$ cat src/rtl/btms_pkg.sv
// Package: shared widths, register codes, reset values and payload types.
`default_nettype none
package btms_pkg;

  localparam int PIX_W          = 8;
  localparam int LABEL_W        = 8;
  localparam int HITS_W         = 17;
  localparam int CFG_IDX_W      = 2;
  localparam int CFG_DATA_W     = 8;
  localparam int MAX_PIXELS_DEF = 65536;

  // register indexes
  localparam logic [CFG_IDX_W-1:0] REG_PIXEL_THRESHOLD = CFG_IDX_W'(0);
  localparam logic [CFG_IDX_W-1:0] REG_NO_MATCH_LABEL  = CFG_IDX_W'(1);

  // reset values
  localparam logic [PIX_W-1:0]   THRESHOLD_RST = PIX_W'(127);
  localparam logic [LABEL_W-1:0] NO_MATCH_RST  = LABEL_W'(64);

  typedef struct packed {
    logic [PIX_W-1:0]   pixel_threshold;
    logic [LABEL_W-1:0] no_match_label;
  } cfg_t;

  typedef struct packed {
    logic [PIX_W-1:0]   candidate_pixel;
    logic [PIX_W-1:0]   reference_pixel;
    logic [LABEL_W-1:0] reference_label;
    logic               last_of_template;
    logic               last_of_set;
  } item_t;

  typedef struct packed {
    logic [LABEL_W-1:0] best_label;
    logic [HITS_W-1:0]  best_hits;
  } res_t;

endpackage
`default_nettype wire

$ cat src/rtl/btms_if.sv
// Interfaces: pixel-pair input channel and result output channel.
`default_nettype none
interface btms_pix_if;
  logic                        valid;
  logic                        ready;
  logic [btms_pkg::PIX_W-1:0]   candidate_pixel;
  logic [btms_pkg::PIX_W-1:0]   reference_pixel;
  logic [btms_pkg::LABEL_W-1:0] reference_label;
  logic                        last_of_template;
  logic                        last_of_set;

  modport source (
    output valid, candidate_pixel, reference_pixel, reference_label,
           last_of_template, last_of_set,
    input  ready
  );
  modport sink (
    input  valid, candidate_pixel, reference_pixel, reference_label,
           last_of_template, last_of_set,
    output ready
  );
endinterface

interface btms_res_if;
  logic                        valid;
  logic                        ready;
  logic [btms_pkg::LABEL_W-1:0] best_label;
  logic [btms_pkg::HITS_W-1:0]  best_hits;

  modport source (output valid, best_label, best_hits, input ready);
  modport sink (input valid, best_label, best_hits, output ready);
endinterface
`default_nettype wire

$ cat src/rtl/btms_cfg_regs.sv
// Configuration registers: pixel threshold and no-match label.
`default_nettype none
module btms_cfg_regs (
  input  wire logic                           clk,
  input  wire logic                           rst,
  input  wire logic                           wr_en,
  input  wire logic [btms_pkg::CFG_IDX_W-1:0]  wr_index,
  input  wire logic [btms_pkg::CFG_DATA_W-1:0] wr_data,
  output btms_pkg::cfg_t                       cfg
);

  btms_pkg::cfg_t regs;

  always_ff @(posedge clk) begin
    if (rst) begin
      regs.pixel_threshold <= btms_pkg::THRESHOLD_RST;
      regs.no_match_label  <= btms_pkg::NO_MATCH_RST;
    end else if (wr_en) begin
      unique case (wr_index)
        btms_pkg::REG_PIXEL_THRESHOLD: begin
          regs.pixel_threshold <= wr_data[btms_pkg::PIX_W-1:0];
        end
        btms_pkg::REG_NO_MATCH_LABEL: begin
          regs.no_match_label <= wr_data[btms_pkg::LABEL_W-1:0];
        end
        default: ; // unmapped index: ignored
      endcase
    end
  end

  assign cfg = regs;

endmodule
`default_nettype wire

$ cat src/rtl/btms_match_core.sv
// Match core: per-template counters, acceptance test and best-match tracking.
`default_nettype none
module btms_match_core #(
  parameter int MAX_PIXELS = btms_pkg::MAX_PIXELS_DEF
) (
  input  wire logic    clk,
  input  wire logic    rst,
  input  wire btms_pkg::cfg_t  cfg,
  input  wire logic    step,
  input  wire btms_pkg::item_t item,
  output btms_pkg::res_t  res
);

  localparam int CNT_W = $clog2(MAX_PIXELS + 1);
  localparam logic [CNT_W-1:0] CNT_MAX = CNT_W'(MAX_PIXELS);
  localparam int HITS_W = btms_pkg::HITS_W;

  logic [CNT_W-1:0]             hit_count, hit_count_next;
  logic [CNT_W-1:0]             set_count, set_count_next;
  logic [CNT_W-1:0]             best_count, best_count_next;
  logic [btms_pkg::LABEL_W-1:0] best_label, best_label_next;

  logic               ref_set, cand_set, close, take;
  logic [CNT_W-1:0]   hit_upd, set_upd;
  logic [CNT_W+1:0]   hits_x4, set_x3;
  logic [CNT_W+HITS_W-1:0] hits_ext;

  always_comb begin
    ref_set  = item.reference_pixel > cfg.pixel_threshold;
    cand_set = item.candidate_pixel > cfg.pixel_threshold;
    // saturating counts including this pixel
    set_upd = set_count + CNT_W'(ref_set && (set_count != CNT_MAX));
    hit_upd = hit_count + CNT_W'(ref_set && cand_set && (hit_count != CNT_MAX));
    close   = item.last_of_template | item.last_of_set;

    hits_x4 = {hit_upd, 2'b00};
    set_x3  = {2'b00, set_upd} + {1'b0, set_upd, 1'b0};
    // strictly better than best, and over 3/4 of the set pixels
    take = close && (hit_upd > best_count) && (hits_x4 > set_x3);

    best_count_next = take ? hit_upd : best_count;
    best_label_next = take ? item.reference_label : best_label;

    hits_ext = {{HITS_W{1'b0}}, best_count_next};
    if (best_count_next != '0) begin
      res.best_label = best_label_next;
      res.best_hits  = hits_ext[HITS_W-1:0];
    end else begin
      res.best_label = cfg.no_match_label;
      res.best_hits  = '0;
    end

    hit_count_next = close ? '0 : hit_upd;
    set_count_next = close ? '0 : set_upd;
  end

  always_ff @(posedge clk) begin
    if (rst) begin
      hit_count  <= '0;
      set_count  <= '0;
      best_count <= '0;
      best_label <= btms_pkg::NO_MATCH_RST;
    end else if (step) begin
      hit_count <= hit_count_next;
      set_count <= set_count_next;
      if (item.last_of_set) begin
        best_count <= '0;
        best_label <= cfg.no_match_label;
      end else begin
        best_count <= best_count_next;
        best_label <= best_label_next;
      end
    end
  end

`ifndef SYNTHESIS
  a_hits_le_set: assert property (@(posedge clk) disable iff (rst)
    hit_count <= set_count)
    else $error("hit count exceeds set count");

  a_close_clears: assert property (@(posedge clk) disable iff (rst)
    step && close |=> hit_count == '0 && set_count == '0)
    else $error("counters not cleared at template end");

  a_set_end_clears_best: assert property (@(posedge clk) disable iff (rst)
    step && item.last_of_set |=> best_count == '0)
    else $error("best count not cleared at set end");

  a_count_bound: assert property (@(posedge clk) disable iff (rst)
    set_count <= CNT_MAX && best_count <= CNT_MAX)
    else $error("count above saturation bound");
`endif

endmodule
`default_nettype wire

$ cat src/rtl/binary_template_match_select_core.sv
// Top level: binary template matching with best-match selection.
//
// Usage:
//   pix    - input channel, one candidate/template pixel pair per transfer.
//            Templates follow one another; last_of_template closes one,
//            last_of_set closes the final template and the whole set.
//   result - output channel, one transfer per set (on last_of_set) carrying
//            the best accepted template's label and hit count, or the
//            no-match label with zero hits.
//   wr_*   - register writes (threshold, no-match label), only while idle.
// Throughput: one pixel pair per cycle outside a stall, set by the single
//   compare/count/accept stage between the input and result registers.
// Result path: the last_of_set pair sits in the input register, and the
//   result register captures its result when that pair advances.
// Stall: while a result waits on result.ready, pixel pairs that close no
//   set keep flowing; the next set-closing pair waits in the input register
//   and pix.ready drops behind it.
// Reset (rst, synchronous): counters and best match clear, registers return
//   to threshold 127 and no-match label 64, both channels empty.
`default_nettype none
module binary_template_match_select_core #(
  parameter int MAX_PIXELS = btms_pkg::MAX_PIXELS_DEF
) (
  input  wire logic                           clk,
  input  wire logic                           rst,
  input  wire logic                           wr_en,
  input  wire logic [btms_pkg::CFG_IDX_W-1:0]  wr_index,
  input  wire logic [btms_pkg::CFG_DATA_W-1:0] wr_data,
  btms_pix_if.sink                            pix,
  btms_res_if.source                          result
);

  btms_pkg::cfg_t  cfg;
  btms_pkg::item_t item_q;
  btms_pkg::res_t  res_comb, res_q;
  logic            item_valid;
  logic            res_valid;
  logic            advance;

  btms_cfg_regs u_cfg (
    .clk      (clk),
    .rst      (rst),
    .wr_en    (wr_en),
    .wr_index (wr_index),
    .wr_data  (wr_data),
    .cfg      (cfg)
  );

  // Input register advances unless it holds a set-closing pair and the
  // result register is still occupied and not taken by result.ready.
  assign advance   = item_valid &&
                     (!item_q.last_of_set || !res_valid || result.ready);
  assign pix.ready = !item_valid || advance;

  always_ff @(posedge clk) begin
    if (rst) begin
      item_valid <= 1'b0;
    end else if (pix.ready) begin
      item_valid <= pix.valid;
    end
  end

  always_ff @(posedge clk) begin
    if (pix.ready && pix.valid) begin
      item_q.candidate_pixel  <= pix.candidate_pixel;
      item_q.reference_pixel  <= pix.reference_pixel;
      item_q.reference_label  <= pix.reference_label;
      item_q.last_of_template <= pix.last_of_template;
      item_q.last_of_set      <= pix.last_of_set;
    end
  end

  btms_match_core #(
    .MAX_PIXELS (MAX_PIXELS)
  ) u_core (
    .clk  (clk),
    .rst  (rst),
    .cfg  (cfg),
    .step (advance),
    .item (item_q),
    .res  (res_comb)
  );

  // Result register
  always_ff @(posedge clk) begin
    if (rst) begin
      res_valid <= 1'b0;
    end else if (advance && item_q.last_of_set) begin
      res_valid <= 1'b1;
    end else if (result.ready) begin
      res_valid <= 1'b0;
    end
  end

  always_ff @(posedge clk) begin
    if (advance && item_q.last_of_set) begin
      res_q <= res_comb;
    end
  end

  assign result.valid      = res_valid;
  assign result.best_label = res_q.best_label;
  assign result.best_hits  = res_q.best_hits;

`ifndef SYNTHESIS
  a_no_overwrite: assert property (@(posedge clk) disable iff (rst)
    res_valid && !result.ready |=> res_valid && $stable(res_q))
    else $error("pending result overwritten or dropped");

  a_stall_holds_item: assert property (@(posedge clk) disable iff (rst)
    item_valid && !advance |=> item_valid && $stable(item_q))
    else $error("stalled input item lost");

  a_result_from_set_end: assert property (@(posedge clk) disable iff (rst)
    $rose(res_valid) |-> $past(advance && item_q.last_of_set))
    else $error("result without a set-closing transfer");
`endif

endmodule
`default_nettype wire

$ cat src/flat_wrapper.sv
// flat-port wrapper written by rule: the top's interface ports become plain ports
module binary_template_match_select_core_flat 
#(
  parameter int MAX_PIXELS = btms_pkg::MAX_PIXELS_DEF
)
  (clk, rst, wr_en, wr_index, wr_data, pix_valid, pix_candidate_pixel, pix_reference_pixel, pix_reference_label, pix_last_of_template, pix_last_of_set, pix_ready, result_valid, result_best_label, result_best_hits, result_ready);
  btms_pix_if pix_i ();
  btms_res_if result_i ();
  input  wire logic clk;
  input  wire logic rst;
  input  wire logic wr_en;
  input  wire logic [btms_pkg::CFG_IDX_W-1:0] wr_index;
  input  wire logic [btms_pkg::CFG_DATA_W-1:0] wr_data;
  input wire logic [$bits(pix_i.valid)-1:0] pix_valid;
  input wire logic [$bits(pix_i.candidate_pixel)-1:0] pix_candidate_pixel;
  input wire logic [$bits(pix_i.reference_pixel)-1:0] pix_reference_pixel;
  input wire logic [$bits(pix_i.reference_label)-1:0] pix_reference_label;
  input wire logic [$bits(pix_i.last_of_template)-1:0] pix_last_of_template;
  input wire logic [$bits(pix_i.last_of_set)-1:0] pix_last_of_set;
  output wire logic [$bits(pix_i.ready)-1:0] pix_ready;
  output wire logic [$bits(result_i.valid)-1:0] result_valid;
  output wire logic [$bits(result_i.best_label)-1:0] result_best_label;
  output wire logic [$bits(result_i.best_hits)-1:0] result_best_hits;
  input wire logic [$bits(result_i.ready)-1:0] result_ready;
  assign pix_i.valid = pix_valid;
  assign pix_i.candidate_pixel = pix_candidate_pixel;
  assign pix_i.reference_pixel = pix_reference_pixel;
  assign pix_i.reference_label = pix_reference_label;
  assign pix_i.last_of_template = pix_last_of_template;
  assign pix_i.last_of_set = pix_last_of_set;
  assign pix_ready = pix_i.ready;
  assign result_valid = result_i.valid;
  assign result_best_label = result_i.best_label;
  assign result_best_hits = result_i.best_hits;
  assign result_i.ready = result_ready;
  binary_template_match_select_core #(.MAX_PIXELS(MAX_PIXELS)) u_core (.clk(clk), .rst(rst), .wr_en(wr_en), .wr_index(wr_index), .wr_data(wr_data), .pix(pix_i), .result(result_i));
endmodule
$ cat config.mk
export PLATFORM = sky130hd
export DESIGN_NAME = binary_template_match_select_core_flat
export DESIGN_NICKNAME = d
export VERILOG_FILES = /design/src/rtl/btms_pkg.sv /design/src/rtl/btms_if.sv /design/src/rtl/btms_cfg_regs.sv /design/src/rtl/btms_match_core.sv /design/src/rtl/binary_template_match_select_core.sv /design/src/flat_wrapper.sv
export SDC_FILE = /design/constraint.sdc
export NUM_CORES = 1
export LEC_CHECK = 0
export BUFFER_PORTS_ARGS = -buffer_cell sky130_fd_sc_hd__clkbuf_2
export CAP_MARGIN = 0
export CORE_MARGIN = 2
export CORE_UTILIZATION = 55
export DETAILED_ROUTE_END_ITERATION = 10
export PLACE_DENSITY = 0.76
export SLEW_MARGIN = 20
export SYNTH_ARGS = -nofsm -noshare
export SYNTH_HDL_FRONTEND = slang
export SYNTH_HIERARCHICAL = 1
export SYNTH_SLANG_ARGS = --single-unit
$ cat constraint.sdc
create_clock -name clk -period 5.95 [get_ports clk]
set_input_delay 0.8925 -clock clk [delete_from_list [all_inputs] [get_ports clk]]
set_output_delay 0.8925 -clock clk [all_outputs]
set_load 0.005 [all_outputs]
* Word level (Yosys, flattened, before mapping) *
Cells that the tools add are included.
Widths: inputs -> output; s select.

word-level totals
  bits in registers = 128
  bits in latches = 0
  RAM bits = 0
  bits in read-only memories = 0
  memories = 0

operators by class
  add/subtract/negate cells = 3
  multiply operators = 0
  divide/modulo/power cells = 0
  $lt $le $gt $ge = 4
  eq/ne operators = 3
  shifts and indexed selects = 0
  mux-type cells = 9
  bitwise logic cells = 1
  reductions and logical operators = 19

operator list
  kind                  count
  $mux 17               4
  $add 17x1->17         2
  $ne 17x17->1 const B  2
  $mux 25               1
  $add 17x18->19        1
  $gt 19x19->1          1
  $gt 17x17->1          1
  $reduce_bool 17->1    1
  $gt 8x8->1            2
  $mux 8                2
  $logic_and 1x1->1     8
  $reduce_and 2->1      2
  $logic_not 1->1       3
  $logic_or 1x1->1      3
  $eq 2x1->1 const B    1
  $logic_not 2->1       1
  $mux 1                2
  $reduce_bool 2->1     1
  $or 1x1->1            1

* Longest topological paths before layout *
Gate-level depths: netlist of run 1.

  depth after elaboration = 10
  depth in mapped cells = 37
  mapped depth without buffers = 34

* Modules after synthesis *
Netlist of run 1, hierarchy kept.

by module, submodules not included
  module                             instances  cells an instance  area each (µm²)
  btms_match_core                    1          675                5,542.8
  binary_template_match_select_core  1          63                 1,635.3
  btms_cfg_regs                      1          69                 683.2

* Least setup slack after synthesis of run 1 *
No wires, ideal clock.

  kind = reg2reg
  start point = register u_core.u_cfg.regs, in the netlist u_core/u_cfg/cfg[9]
  end point = register u_core.res_q, in the netlist u_core/result.best_label[0] (data pin)
  setup time = 0.260 ns
  arrival time = 6.051 ns
  path slack = -0.361 ns
  stages on the path, launching flop included = 33
  clock period less this slack = 6.311 ns
  cell sequence = dfxtp_1 -> inv_1 -> ha_1 -> nor2b_1 -> o21a_1 -> o21ai_0 -> nand2b_1 -> a21oi_1 -> o21ai_0 -> o21ai_0 -> a31oi_1 -> ha_1 -> ha_1 -> xor2_1 -> inv_1 -> fa_1 -> nand2b_1 -> a211oi_1 -> or4b_1 -> nand4b_1 -> nand3_1 -> o311ai_1 -> o211ai_1 -> xor2_1 -> ha_1 -> nand3_1 -> nor3_1 -> a221o_1 -> o21a_1 -> buf_4 -> buf_4 -> mux2_2 -> mux2_2

RTL lines
  element                 line                                     source
  start: declaration      btms_cfg_regs.sv:12                      btms_pkg::cfg_t regs;
  end signal: assignment  binary_template_match_select_core.sv:97  res_q <= res_comb;
  end: declaration        binary_template_match_select_core.sv:35  btms_pkg::res_t res_comb, res_q;

* Worst setup path in the final report of run 1 *
  start point = register u_core/item_q[11] (netlist bit)
  end point = register u_core.u_core.best_count[16]

between the ends
  longest elaborated chain between the ends = 9
  elaborated cells on any way between the ends = 13

ends and longest elaborated chain
  element                                                                 line                                     source
  start: declaration                                                      binary_template_match_select_core.sv:34  btms_pkg::item_t item_q;
  $gt 8x8->1 (*)                                                          btms_match_core.sv:29                    ref_set = item.reference_pixel > cfg.pixel_threshold;
  parallel branches: the longest is 6 deep, another holds $add 17x18->19  --
  $mux 17 (*)                                                             btms_match_core.sv:41                    best_count_next = take ? hit_upd : best_count;
  $mux 17 (*)                                                             btms_match_core.sv:66                    if (item.last_of_set) begin
  end signal: assignment                                                  btms_match_core.sv:70                    best_count <= best_count_next;
  end: declaration                                                        btms_match_core.sv:20                    logic [CNT_W-1:0] best_count, best_count_next;

Mark *: on every way between the ends.
A chain may end at the register's enable or synchronous reset.

==> results.toml, run 1 <==
[cells_and_area]
nFillCells = 935
drive_gt1_frac = 0.316
stdcell_count = 1162
n_antenna_cell = 0
final_nets = 1083
synthToLayoutAreaGrowth_pct = 29.3

[setup_path]
cp-startpoint = "u_core/item_q[11]"
r2r_start = "u_core/item_q[11]"
setup.worst_path.start_class = "flop"
worst-path-buf-inv = 8
cp_max_fo = 8
r2r_end = "u_core/u_core/best_count[16]"
required_ns = 6.26
criticalPathCategory = "reg2reg"
path_common_cell = "buf_4"
cp_num_cells = 35
cp-endpoint = "u_core/u_core/best_count[16]"
crit_family = "compound AO/OA/AOI/OAI gates"
arrival_ns = 6.93
regToRegSetupSlack_ns = -0.67
crit_path_end_kind = "flop"
slowest_delay_ns = 0.40
r2r_cells = 35
slowest_stage = "edfxtp_1"

[job]
max_cap_violations = 0

[clocking]
cts_sinks = 128
htree_levels = 4
tritoncts.num_buffers = 17
cts.path.max_buffers = 2
cts-root-buf = "clkbuf_16"
cts_tree = "built"
cts_hold_buf = 0
clk_latency_ns = 0.43
clk_pin_slew_worst_paths_ns = 0.05

[route]
highest_layer = "met4"
drt_pass1_iterations = 5
viasPerCell = 6.00
vias = 6974
wl_per_cell_um = 18.6
drc = 0
drt_iter0_drc = 627
wl_met2_mm = 10.9
met3_wirelength_mm = 1.39
met1_length_mm = 8.78
antenna_left = 0
wirelength_mm = 21.6

[run_status]
status = "complete, but fails checks"
failed_checks = "setup timing"

[global_route]
antenna_found_initial = 0
grt_max_degree = 47
grt_pass1_wl_mm = 33.3
track_usage = 0.285
first_global_vias = 7062
grt_overflow = 0

[sta]
finalSetupViolCount = 50
slew_headroom = 0.419
setup_slack_ns = -0.672
hold_viol = 0
rsz0062_at_grt = "yes"
hold_ws_ns = 0.473
skew_ns = 0.0115
min_period_ns = 6.62
final.period_utilization = 1.11
fmax_mhz = 151
drv_slew = 0
tightest_slew_ns = 0.872

[synthesis]
synth_edf_count = 51
ys_top_cells_by_count = "77 x dfxtp_1, 75 x nor2_1, 72 x ha_1"
synth_top_area_cell = "dfxtp_1"
yosysSeqAreaShare = 0.391
yosysMostFrequentCell = "dfxtp_1"
netlist_top_cells_area = "dfxtp_1 20%, edfxtp_1 19%, ha_1 11%, mux2_2 4.6%, nor2_1 3.6%"
synth_seq_cells = 128
synth_nets = 921
ys.flop_type = "dfxtp_1"
postSynthAreaPerCell_um2 = 9.74
postSynthCellCount = 807
synth_top_area_frac = 0.196
ys_warn_count = 6
ys_types = 67
synth_area_um2 = 7860
postSynth.asyncResetShare = 0

[power]
power_per_cell_area_nw_per_um2 = 205
leakagePower_uw = 0.00449
peakVddDrop_mv = 0.206

[placement]
dp_slack_ns = -0.623
place_congestion = 0.939
dp.cells = 1116
io_buffer_count = 67
place_hpwl_mm = 14.4

[floorplanning]
die_x_um = 124
dieArea_um2 = 15300
core_um2 = 13900
initial_utilization = 0.564
die_h_um = 124
num_io_pins = 68
rows = 43

[hold_path]
hold_class = "reg2reg"
==> flip-flops by register name, indices dropped and copies added (netlist names), 8 cells and up <==
signal and count:
u_core/u_core/set_count 17, u_core/u_core/best_count 17, u_core/item_q 26, u_core/u_core/best_label 8
u_core/result.best_label 8, u_core/u_core/hit_count 17, u_core/result.best_hits 17, u_core/u_cfg/cfg 16
==> cells by family (layout without fill, tap and decap cells) <==
group | count (synthesis) | in the layout | share of synthesized area
adders and majority gates | 73 | 73 | 0.117
and+or+nand+nor | 262 | 262 | 0.179
muxes | 50 | 50 | 0.0710
buffers and inverters | 87 | 262 | 0.0465
xor gates and xnor gates | 48 | 48 | 0.0552
DFF | 128 | 128 | 0.391
AOI/OAI and AO/OA | 159 | 159 | 0.141
==> worst min-delay path, cell delays in order (launching register included) <==
cell and delay (ns):
dfxtp_1 0.31, inv_1 0.05, a221oi_1 0.06
==> layer usage <==
layer,vias to the layer above,global-route usage
met4,0,0.110
met1,3341,0.346
met2,294,0.483
met3,57,0.0738
met5,-,0
li1,3282,-
==> layout by cell type (no fill, tap or decap), drive strengths merged, types with 4 or more instances in the layout <==
cell type,n
clkbuf,90
a31oi,5
a21o,21
inv,47
xor2,19
o21a,7
ha,72
a221oi,7
nand3,30
and3,5
xnor2,28
and4,7
nor2b,24
mux2,33
dfxtp,77
o31ai,8
nor2,76
o211ai,4
nor3,14
clkinv,4
nand4,17
mux2i,17
nand2,23
nor4,16
o21ai,18
buf,117
nand2b,31
a211o,4
edfxtp,51
a32o,17
a21oi,48
==> power breakdown <==
part / switching [uW] / internal, uW
Clock: 388 / 585
Sequential: 13.3 / 934
Combinational: 88.9 / 73.3
Total: 491 / 1590
==> layout make-up <==
cell class              count  area, um^2  area share
flip-flops and latches    128        3070       0.302
repair buffers            184        1300       0.128
inverters                  46         173      0.0170
clock buffers              23         458      0.0451
multi-input cells         592        4840       0.476
clock inverters             9        88.8     0.00874
well taps                 180         225      0.0222
==> repair_timing <==
item,CTS,global route
endpoints found under the setup margin,50,50
pin swaps,10,20
gates cloned,2,0
setup buffers,6,9
gates resized for setup,29,41
==> per-stage QoR <==
| step | util | instance area, um^2 | power, uW | setup TNS [ns] |
|---|---|---|---|---|
| 2_1_floorplan | - | 7990 | 1050 | -0.300 |
| 3_3_place_gp | 0.657 | 9160 | 1100 | -11.83 |
| 3_5_place_dp | 0.658 | 9160 | 1110 | -26.03 |
| 4_1_cts | 0.713 | 9940 | 2090 | -13.82 |
| 5_1_grt | 0.729 | 10200 | 2140 | -44.30 |
| 6_report | 0.729 | 10200 | 2080 | -28.76 |
==> how the worst min path moves through the flow <==
stage	from	to	slack [ns]	depth (start not counted)
after global placement	u_core/u_core/best_label[0]	u_core/u_core/best_label[0]	0.45	2
after floorplan	u_core/u_core/best_label[0]	u_core/u_core/best_label[0]	0.44	2
final	u_core/u_core/best_label[1]	u_core/u_core/best_label[1]	0.47	2
after detailed placement	u_core/u_core/best_label[1]	u_core/u_core/best_label[1]	0.46	2
after global routing	u_core/u_core/best_label[1]	u_core/u_core/best_label[1]	0.49	2
after CTS	u_core/u_core/best_label[1]	u_core/u_core/best_label[1]	0.47	2
No activity file was read; power rests on OpenSTA's default activity.
==> inputs of run 2 (changes only) <==
--- a/config.mk
+++ b/config.mk
@@ -7,10 +7,11 @@
 export LEC_CHECK = 0
 export BUFFER_PORTS_ARGS = -buffer_cell sky130_fd_sc_hd__clkbuf_2
 export CAP_MARGIN = 0
+export CORE_ASPECT_RATIO = 0.8
 export CORE_MARGIN = 2
-export CORE_UTILIZATION = 55
+export CORE_UTILIZATION = 45
 export DETAILED_ROUTE_END_ITERATION = 10
-export PLACE_DENSITY = 0.76
+export PLACE_DENSITY = 0.64
 export SLEW_MARGIN = 20
 export SYNTH_ARGS = -nofsm -noshare
 export SYNTH_HDL_FRONTEND = slang
==> run 2 against run 1 <==
  * Non-clock buffer count up 12
  * Sequential share of layout area is 0.19 points lower
  * Critical path depth shrank 2
  * Critical path type unchanged
  * Via count decreased by 5.9%
  * Highest routed layer unchanged
  * Clock power up 6%
  * The run still ends with setup timing left
  * Largest power group unchanged
==> results.toml, run 2 (synthesis results as in run 1) <==
[placement]
io_buffer_count = 67
place_hpwl_mm = 14.0
dp_slack_ns = -0.536
place_congestion = 0.903
dp.cells = 1178

[sta]
drv_slew = 0
fmax_mhz = 154
final.period_utilization = 1.09
tightest_slew_ns = 1.05
skew_ns = 0.0109
setup_slack_ns = -0.534
hold_ws_ns = 0.474
min_period_ns = 6.48
slew_headroom = 0.302
finalSetupViolCount = 50
hold_viol = 0
rsz0062_at_grt = "yes"

[hold_path]
min_from = "u_core/u_cfg/cfg[15]"
hold_path_depth = 2
hold_class = "reg2reg"
hold_end = "u_core/u_cfg/cfg[15]"

[job]
max_cap_violations = 0

[cells_and_area]
synthToLayoutAreaGrowth_pct = 30.1
largest_reg_flops = 26
drive_gt1_frac = 0.314
nFillCells = 1483
regArea_um2 = 3070
stdcell_count = 1219
layout_common_cells = "123 x buf_4, 76 x dfxtp_1, 71 x nor2_1"
final_util = 0.594
largest-register = "u_core/item_q"
n_antenna_cell = 0
mostFrequentLayoutCell = "buf_4"
multiInputGateArea_um2 = 4740
final_nets = 1095

[setup_path]
worst-path-buf-inv = 3
crit_path_end_kind = "flop"
regToRegSetupSlack_ns = -0.53
slowest_delay_ns = 0.45
setup.worst_path.start_class = "flop"
criticalPathCategory = "reg2reg"
slowest_stage = "or4b_1"
cp_max_fo = 8
r2r_cells = 33
crit_family = "compound AO/OA/AOI/OAI gates"
arrival_ns = 6.65
r2r_start = "u_core/item_q[11]"
required_ns = 6.12
r2r_end = "u_core/result.best_label[0]"
cp-startpoint = "u_core/item_q[11]"

[clocking]
htree_levels = 4
cts_sinks = 128
cts-root-buf = "clkbuf_16"
tritoncts.num_buffers = 17
cts.path.max_buffers = 2
cts_hold_buf = 0
clk_latency_ns = 0.42
cts_tree = "built"
clk_pin_slew_worst_paths_ns = 0.06

[global_route]
antenna_found_initial = 0
grt_max_degree = 55
grt_pass1_wl_mm = 31.9
grt_overflow = 0
first_global_vias = 6356
track_usage = 0.219

[route]
vias = 6566
wirelength_mm = 19.5
drt_pass1_iterations = 5
antenna_left = 0
viasPerCell = 5.39
wl_per_cell_um = 16.0
drt_iter0_drc = 443
drc = 0

[power]
power_per_cell_area_nw_per_um2 = 208
peakVddDrop_mv = 0.159
leakagePower_uw = 0.00451
power_uw = 2130

[floorplanning]
dieArea_um2 = 18500
rows = 43
core_um2 = 17200
die_x_um = 152
initial_utilization = 0.457
die_h_um = 122
num_io_pins = 68

[run_status]
status = "complete, but fails checks"
failed_checks = "setup timing"
[run 2: final cells by class]
class,count,area share
Inverter,46,0.0169
Clock inverter,12,0.0130
Multi-Input combinational cell,592,0.464
Sequential cell,128,0.301
Timing Repair Buffer,196,0.135
Clock buffer,20,0.0437
Tap cell,225,0.0275
[run 2: tightest hold or removal path, stage by stage (launching register included)]
cell	delay, ns
dfxtp_1	0.31
nand2b_1	0.06
mux2i_1	0.06
[run 2: routing by layer]
metal | GRT usage | up-vias | share of wire
met5 | 0 | - | 0
li1 | - | 3305 | -
met1 | 0.318 | 3094 | 0.49
met3 | 0.0435 | 15 | 0.049
met2 | 0.334 | 152 | 0.45
met4 | 0.0538 | 0 | 0.0087
[run 2: how the worst max path moves through the flow]
stage | to | slack (ns) | cells past startpoint
6_report | u_core/result.best_label[0] | -0.53 | 33
5_1_grt | u_core/result.best_label[0] | -0.89 | 33
4_1_cts | u_core/result.best_label[6] | -0.47 | 32
3_5_place_dp | u_core/result.best_label[0] | -0.54 | 32
3_3_place_gp | u_core/result.best_label[0] | -0.32 | 32
2_1_floorplan | u_core/result.best_label[1] | -0.05 | 30
[run 2: power by group]
part,switching (uW),internal [uW],leakage (uW)
logic,85.7,73.0,0.00310
clock network,396,630,0.000285
registers,14.0,934,0.00112
total,495,1640,0.00451
[run 2: timing repair]
item                       in CTS  in global routing
setup endpoints to repair      50                 50
setup buffers                   5                  3
cloned                          1                  0
pin swaps                      20                 26
gates resized for setup        23                 23
[run 2: stage by stage]
| step | area, um^2 | setup TNS [ns] |
|---|---|---|
| finish | 10200 | -20.54 |
| global route | 10200 | -38.57 |
| CTS | 10100 | -17.19 |
| detailed placement | 9330 | -20.56 |
| global placement | 9330 | -11.37 |
| floorplan | 7990 | -0.300 |
==> inputs of run 3 (changes only) <==
--- a/config.mk
+++ b/config.mk
@@ -9,9 +9,9 @@
 export CAP_MARGIN = 0
 export CORE_ASPECT_RATIO = 0.8
 export CORE_MARGIN = 2
-export CORE_UTILIZATION = 45
+export CORE_UTILIZATION = 40
 export DETAILED_ROUTE_END_ITERATION = 10
-export PLACE_DENSITY = 0.64
+export PLACE_DENSITY = 0.58
 export SLEW_MARGIN = 20
 export SYNTH_ARGS = -nofsm -noshare
 export SYNTH_HDL_FRONTEND = slang
==> run 3 against run 2 <==
  * The flow still finishes with violations (setup timing)
  * Count of clock-buffer cells in the layout rose by 1
  * Sequential share of layout area fell by 0.80 points
  * Utilization fell by 4.5 points
  * Design area rose by 2.7%
  * Non-clock buffer count rose by 15
  * Die area rose by 12%
  * Cell count rose by 3.9%
  * Fmax rose by 1.6%
  * Via count fell by 0.43%
  * First-iteration DRC count rose by 4.7%
  * Global-route usage fell by 2.1 points
  * Critical endpoint is now u_core/result.best_label[4]
  * Largest power group unchanged
==> results.toml, run 3 (synthesis results as in run 1) <==
[setup_path]
r2r_end = "u_core/result.best_label[4]"
cp-endpoint = "u_core/result.best_label[4]"
slowest_delay_ns = 0.44
cp-startpoint = "u_core/item_q[11]"
crit_path_end_kind = "flop"
cp_max_fo = 5
regToRegSetupSlack_ns = -0.43
required_ns = 6.11
slowest_stage = "or4b_1"
criticalPathCategory = "reg2reg"
setup.worst_path.start_class = "flop"
r2r_start = "u_core/item_q[11]"
arrival_ns = 6.55
r2r_cells = 30

[floorplanning]
core_um2 = 19100
num_io_pins = 68
die_h_um = 129
dieArea_um2 = 20800
die_x_um = 161
rows = 45
initial_utilization = 0.411

[route]
wl_per_cell_um = 15.7
viasPerCell = 5.16
vias = 6538
drt_pass1_iterations = 4
drc = 0
antenna_left = 0
drt_iter0_drc = 464
wirelength_mm = 19.9

[sta]
finalSetupTns_ns = -16.82
setup_slack_ns = -0.432
final.period_utilization = 1.07
skew_ns = 0.0119
rsz0062_at_grt = "yes"
finalSetupViolCount = 50
fmax_mhz = 157
slew_headroom = 0.256
hold_viol = 0
tightest_slew_ns = 1.12
drv_slew = 0
min_period_ns = 6.38

[clocking]
cts_hold_buf = 0
clk_pin_slew_worst_paths_ns = 0.06
cts-root-buf = "clkbuf_16"
clk_latency_ns = 0.42
cts.path.max_buffers = 2
cts_sinks = 128
tritoncts.num_buffers = 17
htree_levels = 4
cts_tree = "built"

[placement]
dp.cells = 1221
place_hpwl_mm = 14.4
place_congestion = 0.828
io_buffer_count = 67

[power]
leakagePower_uw = 0.00464
peakVddDrop_mv = 0.156
power_per_cell_area_nw_per_um2 = 215

[cells_and_area]
stdcell_count = 1267
largest-register = "u_core/item_q"
final_nets = 1110
synthToLayoutAreaGrowth_pct = 33.7
layout_common_cells = "134 x buf_4, 76 x dfxtp_1, 71 x nor2_1"
final_util = 0.549
mostFrequentLayoutCell = "buf_4"
largest_reg_flops = 26
n_antenna_cell = 0
drive_gt1_frac = 0.326

[global_route]
grt_pass1_wl_mm = 32.5
track_usage = 0.197
grt_max_degree = 75
grt_overflow = 0
antenna_found_initial = 0
first_global_vias = 6223

[job]
max_cap_violations = 0

[hold_path]
hold_class = "reg2reg"

[run_status]
failed_checks = "setup timing"
status = "complete, but fails checks"
## run 3: cell type report
class | count | area (um^2)
Fill cell | 1723 | 8630
Tap cell | 258 | 323
Clock buffer | 21 | 460
Multi-Input combinational cell | 592 | 4800
Clock inverter | 11 | 176
Timing Repair Buffer | 211 | 1510
Inverter | 46 | 173
Sequential cell | 128 | 3070
## run 3: worst min path at each step
| stage | slack (ns) | start | cells after the start | to |
|---|---|---|---|---|
| finish | 0.47 | u_core/u_core/best_label[1] | 2 | u_core/u_core/best_label[1] |
| global route | 0.49 | u_core/u_core/best_label[3] | 2 | u_core/u_core/best_label[3] |
| CTS | 0.47 | u_core/u_core/best_label[3] | 2 | u_core/u_core/best_label[3] |
| detailed placement | 0.46 | u_core/u_core/best_label[7] | 2 | u_core/u_core/best_label[7] |
| global placement | 0.46 | u_core/u_core/best_label[1] | 2 | u_core/u_core/best_label[1] |
| floorplan | 0.44 | u_core/u_core/best_label[0] | 2 | u_core/u_core/best_label[0] |
## run 3: routing by layer
layer | global-route usage | vias to the layer above | wire, um
li1 | - | 3331 | -
met1 | 0.285 | 3058 | 10400
met2 | 0.304 | 129 | 8570
met3 | 0.0352 | 20 | 747
met4 | 0.0567 | 0 | 261
met5 | 0 | - | 0
## run 3: where the power goes
| group | total, uW | switching (uW) | internal (uW) |
|---|---|---|---|
| sequential | 945 | 11.1 | 934 |
| combinational | 172 | 93.1 | 79.0 |
| clock | 1140 | 409 | 729 |
| total | 2260 | 513 | 1740 |
## run 3: worst max-delay path, delay by kind of cell (launching register included)
| kind | cells | cell delay (ns) |
|---|---|---|
| flip-flops | 1 | 0.41 |
| buffers and inverters | 2 | 0.19 |
| adder cells (fa/ha/maj) | 6 | 1.60 |
| AO/OA/AOI/OAI | 11 | 1.97 |
| multiplexers | 2 | 0.56 |
| AND/OR/NAND/NOR | 8 | 1.22 |
| XOR/XNOR | 1 | 0.16 |
## run 3: through the flow
stage	hold WS [ns]	setup WS, ns	total power [uW]	instance area, um^2
global placement	0.457	-0.369	1110	9470
finish	0.470	-0.432	2260	10500
CTS	0.471	-0.430	2260	10300
floorplan	0.443	-0.0530	1050	7990
global route	0.487	-0.730	2340	10500
detailed placement	0.463	-0.563	1110	9470
## run 3: what timing repair did
action	CTS	global route
endpoints found under the setup margin	50	50
gates resized for setup	30	28
gates cloned	1	0
setup buffers	7	6
pin swaps	20	19
